**src/design/mke_pkg.sv**
```systemverilog
// ---------------------------------------------------------------------------
// Mask key enumerator package
// Sizes, request codes and controller/datapath interface types.
// ---------------------------------------------------------------------------
`default_nettype none

package mke_pkg;

   localparam int MAX_POSITIONS = 16;
   localparam int POS_W         = $clog2(MAX_POSITIONS);
   localparam int CHARSET_DEPTH = 256;
   localparam int CHAR_W        = 8;
   localparam int INDEX_W       = $clog2(CHARSET_DEPTH);
   localparam int ADDR_W        = POS_W + INDEX_W;
   localparam int SEQ_W         = 64;
   localparam int DIV_BITS      = 4;
   localparam int DIV_CYCLES    = SEQ_W / DIV_BITS;
   localparam int DIV_CNT_W     = $clog2(DIV_CYCLES);
   localparam int KEY_LEN_W     = 5;
   localparam int KEY_LIMIT     = (MAX_POSITIONS < 16) ? MAX_POSITIONS : 16;
   localparam logic [KEY_LEN_W-1:0] KEY_LEN_RESET = KEY_LEN_W'(8);

   localparam int OP_W       = 2;
   localparam int REQ_DATA_W = 88;
   localparam int RSP_DATA_W = 24;

   typedef enum logic [OP_W-1:0] {
      OP_WRITE_CHAR = 2'd0,
      OP_WRITE_LEN  = 2'd1,
      OP_SEEK       = 2'd2,
      OP_STEP       = 2'd3
   } opcode_type;

   typedef struct packed {
      logic accept;
      logic seek_run;
      logic step_run;
      logic advance;
   } cmd_type;

   typedef struct packed {
      logic div_last;
      logic pos_zero;
      logic pos_last;
      logic step_stop;
   } status_type;

endpackage

`default_nettype wire

```
**src/design/mke_ctrl.sv**
```systemverilog
// ---------------------------------------------------------------------------
// Mask key enumerator controller
// Sequences request intake, the seek divider, the odometer step and the
// character-by-character emission of the key.
// ---------------------------------------------------------------------------
`default_nettype none

module mke_ctrl
   import mke_pkg::*;
(
   input  wire logic       clock,
   input  wire logic       reset,
   input  wire logic       req_tvalid,
   output logic            req_tready,
   input  wire opcode_type opcode,
   output logic            rsp_tvalid,
   input  wire logic       rsp_tready,
   output cmd_type         cmd,
   input  wire status_type status
);

   typedef enum logic [4:0] {
      ST_IDLE  = 5'b00001,
      ST_SEEK  = 5'b00010,
      ST_STEP  = 5'b00100,
      ST_FETCH = 5'b01000,
      ST_SHOW  = 5'b10000
   } state_type;

   state_type state_ff;
   state_type state_in;

   assign req_tready = (state_ff == ST_IDLE);
   assign rsp_tvalid = (state_ff == ST_SHOW);

   always_comb begin
      state_in = state_ff;
      cmd      = '0;
      unique case (state_ff)
         ST_IDLE: begin
            if (req_tvalid) begin
               cmd.accept = 1'b1;
               unique case (opcode) inside
                  OP_SEEK:                     state_in = ST_SEEK;
                  OP_STEP:                     state_in = ST_STEP;
                  OP_WRITE_CHAR, OP_WRITE_LEN: state_in = ST_IDLE;
                  default:                     state_in = ST_IDLE;
               endcase
            end
         end
         ST_SEEK: begin
            cmd.seek_run = 1'b1;
            if (status.div_last && status.pos_zero) begin
               state_in = ST_FETCH;
            end
         end
         ST_STEP: begin
            cmd.step_run = 1'b1;
            if (status.step_stop || status.pos_zero) begin
               state_in = ST_FETCH;
            end
         end
         ST_FETCH: begin
            state_in = ST_SHOW;
         end
         ST_SHOW: begin
            if (rsp_tready) begin
               cmd.advance = 1'b1;
               state_in    = status.pos_last ? ST_IDLE : ST_FETCH;
            end
         end
         default: begin
            state_in = ST_IDLE;
         end
      endcase
   end

   always_ff @(posedge clock) begin
      if (reset) begin
         state_ff <= ST_IDLE;
      end else begin
         state_ff <= state_in;
      end
   end

endmodule

`default_nettype wire

```
**config.mk**
```make
export PLATFORM = sky130hd
export DESIGN_NAME = mke_ctrl
export DESIGN_NICKNAME = d
export VERILOG_FILES = /design/src/design/mke_pkg.sv /design/src/design/mke_ctrl.sv
export SDC_FILE = /design/constraint.sdc
export NUM_CORES = 1
export LEC_CHECK = 0
export ABC_CLOCK_PERIOD_IN_PS = 2520
export BUFFER_PORTS_ARGS = -buffer_cell sky130_fd_sc_hd__buf_2
export CORE_AREA = 2 2 39 41
export CTS_CLUSTER_DIAMETER = 150
export CTS_CLUSTER_SIZE = 40
export DETAILED_ROUTE_END_ITERATION = 8
export DIE_AREA = 0 0 41 43
export HOLD_SLACK_MARGIN = 0.05
export PLACE_DENSITY = 0.56
export RECOVER_POWER = 25
export SLEW_MARGIN = 10
export SYNTH_ARGS = -nofsm -noshare
export SYNTH_HDL_FRONTEND = slang
export SYNTH_SLANG_ARGS = --single-unit
```
**constraint.sdc**
```tcl
create_clock -name clock -period 2.52 [get_ports clock]
set_input_delay 0.378 -clock clock [delete_from_list [all_inputs] [get_ports clock]]
set_output_delay 0.378 -clock clock [all_outputs]
set_load 0.02 [all_outputs]
```
**Word-level counts from Yosys, hierarchy flattened**

Cells that the tools add are included.

- Reduce and logical (&&, ||, !) cells: 3
- Eq/ne operators: 11
- Multiplexer cells: 13

Operator list:

| operator | count |
|---|---|
| $pmux W5 S5 | 1 |
| $mux W5 | 4 |
| $mux W1 | 6 |
| $ne A2 B2 Y1 const B | 3 |
| $pmux W3 S2 | 1 |
| $eq A5 B1 Y1 const B | 1 |
| $eq A5 B2 Y1 const B | 1 |
| $eq A5 B3 Y1 const B | 1 |
| $eq A5 B4 Y1 const B | 1 |
| $eq A5 B5 Y1 const B | 1 |
| $eq A2 B2 Y1 const B | 2 |
| $mux W4 | 1 |
| $reduce_and A4 Y1 | 1 |
| $ne A2 B1 Y1 const B | 1 |
| $logic_and A1 B1 Y1 | 1 |
| $logic_or A1 B1 Y1 | 1 |

- Input bits: 10
- Output and inout port bits: 6
- Logic and storage cells: 28
- Register bits after elaboration: 5

**Depth between registers and ports, before layout**

- Depth after elaboration: 4
- Gate-level depth with buffers: 6

**Least setup slack after synthesis**

OpenSTA, ideal clock, no wires.

- Kind: register to output
- Start point: reg state_ff[0]
- End point: out cmd[0] (netlist bit)
- Data arrival time: 1.420 ns
- Required time: 2.142 ns
- Setup slack: 0.722 ns
- Cell stages (with the launch flop): 5
- Path through: dfxtp_1 -> buf_6 -> or3_4 -> nor3b_4 -> and2_2

RTL lines:

| what | line | RTL |
|---|---|---|
| start, declared | mke_ctrl.sv:30 | `state_type state_ff;` |
| start signal, assigned | mke_ctrl.sv:82 | `state_ff <= state_in;` |
| end, declared | mke_ctrl.sv:18 | `output cmd_type cmd,` |

==> results.yml <==
yosys:
  postSynthCellCount: 49
  synth_top_family_by_area: "simple AND/OR/NAND/NOR gates"
  ys_top_cells_by_area: "dfxtp_1 (24%), nor2_1 (7.3%), nand4b_1 (6.4%)"
  synthMuxAreaShare_pct: 0
  synthAdderAreaFrac_pct: 0
  synth-seq-cells: 5
  ys_types: 30
  synth-edff-count: 0
  synth_compound_gate_area_share_pct: 26.3
  synth_xor_area_share_pct: 2.14
  yosysTopAreaCellShare_pct: 24.5
  synth-seq-area-share_pct: 24.5
  syn_area_um2: 409
  yosys_most_used_dff: "dfxtp_1"
  yosysWarningCount: 0
  synth_nets: 59
  yosys.area.top_type: "dfxtp_1"
  postSynthAreaPerCell_um2: 8.35
  async_flop_share_pct: 0
  synth-simple-area-share_pct: 37.6
critical_path:
  crit_arrival_ns: 1.68
  path_cells: "or3_1 -> nor3b_4 -> and2_2 -> buf_2"
  cp_max_fo: 10
  path_depth: 4
  start_kind: "flop"
  critPathSlowestCell: "or3_1"
  crit_buf_inv: 1
  cp_slowest_stage_delay_ns: 0.48
  crit_required_ns: 2.14
  reg2reg_depth: 4
  worst_path_dominant_cell_family: "simple AND/OR/NAND/NOR gates"
  path_class: "reg -> out"
  end_kind: "output pin"
cells_and_area:
  instances_no_fill: 81
  top_regs: "state_ff: 5 flops"
  drive_gt1_share_pct: 36.9
  largest_register_ffs: 5
  antenna_cells: 0
  syn2layout_area_growth_pct: 21.1
  nNetsFinal: 76
  regMostFlops: "state_ff"
placed_design:
  placedCellCount: 77
  numPortBuffers: 15
  post-dp-hpwl_um: 773
  gp_congestion: 0.762
clocking:
  clock-sinks: 5
  cts_hold_buf: 0
  clk_latency_ns: 0.24
  cts.clk_slew.worst_paths_ns: 0.05
  post-cts-setup-buffer-count: 0
  htreeDepth: 1
  cts_tree: "yes"
  cts_resized: 0
  cts_root_buf: "clkbuf_4"
  cts_max_path_buffers: 2
  cts_made_buffers: 3
min_path:
  whs_path_depth: 2
  hold_path.class: "in -> reg"
timing:
  clock_skew_ns: 0.00610
  fmax_ghz: 0.485
  setup_violations: 0
  post-route-min-period_ns: 2.06
  maxSlewHeadroom_pct: 72.1
  drv_slew: 0
  worst_pin_slew_ns: 0.417
  hold_viol_final: 0
  tns_ns: 0
  rsz0062_at_grt: "false"
  post-route-period-util_pct: 81.7
route:
  routed-via-count: 422
  antenna_left: 0
  wl_um: 968
  drc: 0
  dr.pass1.iters: 3
  drt-initial-drc-count: 4
  wl_per_cell_um: 12.0
  vias_per_cell: 5.21
status:
  status: "finished clean"
global_routing:
  grt_antenna_before_repair: 0
  grt_usage_pct: 14.0
  grt_remaining_overflow: 0
  grt_max_degree: 11
  grt_pass1_wl_um: 1640
  grt_pass1_vias: 392
die:
  start_util_pct: 29.6
  core-area_um2: 1380
  pin_count: 16
  die_x_um: 41
  die-area_um2: 1760
  rows: 14
  die_y_um: 43
power:
  p_leak_nw: 0.225
  ir_worst_vdd_v: 0.000276
  p_per_area_nw_per_um2: 671
flow_run:
  drv_cap: 0
worst paths after layout:
check | endpoint | slack [ns] | from
setup / recovery | cmd[0] | 0.46 | state_ff[0]
hold / removal | state_ff[4] | 0.41 | reset
setup reg to reg | state_ff[1] | 0.86 | state_ff[4]
hold reg to reg | state_ff[4] | 0.55 | state_ff[4]
cell usage in the layout (no fill, tap or decap):
master     instances
clkbuf_1           1
clkbuf_4           3
inv_1              3
xor2_1             1
buf_2             15
a41o_2             1
o22ai_1            2
nor2_1             9
nand2_1            1
and2_2             1
a21oi_1            2
nor3b_4            1
nand3_1            1
nand4b_1           3
or4_1              1
nand2b_1           1
o211ai_1           1
o21ai_0            1
a221oi_2           1
o2111ai_1          1
nor3_1             1
and3_1             2
a211oi_1           1
a22oi_2            1
or3_1              1
o211a_1            1
o31ai_1            1
nand4_1            1
or3_2              1
dfxtp_1            5
cells in the mapped netlist (all sizes together), types with 2 or more instances:
| cell type | count |
|---|---|
| nor2 | 9 |
| inv | 3 |
| buf | 3 |
| o22ai | 2 |
| dfxtp | 5 |
| or3 | 2 |
| a21oi | 2 |
| and3 | 2 |
| nand4b | 3 |
cells by family after synthesis:
group | count (synthesis)
AND/OR/NAND/NOR | 24
buffers and inverters | 6
AO/OA/AOI/OAI | 13
flip-flops | 5
XOR/XNOR | 1
metrics by stage:
| stage | cell area [um^2] | util (%) | hold WS, ns | total power, mW | setup WS [ns] |
|---|---|---|---|---|---|
| 2_1_floorplan | 409 | - | 0.456 | 0.222 | 0.722 |
| 3_3_place_gp | 477 | 34.4 | 0.562 | 0.244 | 0.793 |
| 3_5_place_dp | 477 | 34.4 | 0.547 | 0.247 | 0.748 |
| 4_1_cts | 503 | 36.3 | 0.400 | 0.344 | 0.486 |
| 5_1_grt | 495 | 35.8 | 0.436 | 0.357 | 0.383 |
| 6_report | 495 | 35.8 | 0.415 | 0.332 | 0.460 |
metal layers:
metal | vias up | global-route usage (%) | routed length (um) | part of all wire, %
li1 | 219 | - | - | -
met1 | 190 | 18.0 | 479 | 49
met2 | 13 | 20.3 | 442 | 46
met3 | 0 | 7.85 | 46 | 4.8
met4 | 0 | 2.00 | 0 | 0
met5 | - | 0 | 0 | 0
layout make-up:
cell class	count	area, um^2
Multi-Input combinational cell	38	263
Sequential cell	5	100
Clock buffer	4	26.3
Timing Repair Buffer	15	75.1
Inverter	3	11.3
Tap cell	16	20.0
Fill cell	148	888
power breakdown:
| group | switching [mW] | total (mW) | internal, mW |
|---|---|---|---|
| clock network | 0.0332 | 0.0931 | 0.0599 |
| registers | 0.0194 | 0.108 | 0.0883 |
| logic | 0.0767 | 0.132 | 0.0549 |
Power figures use the tool's default switching activity.
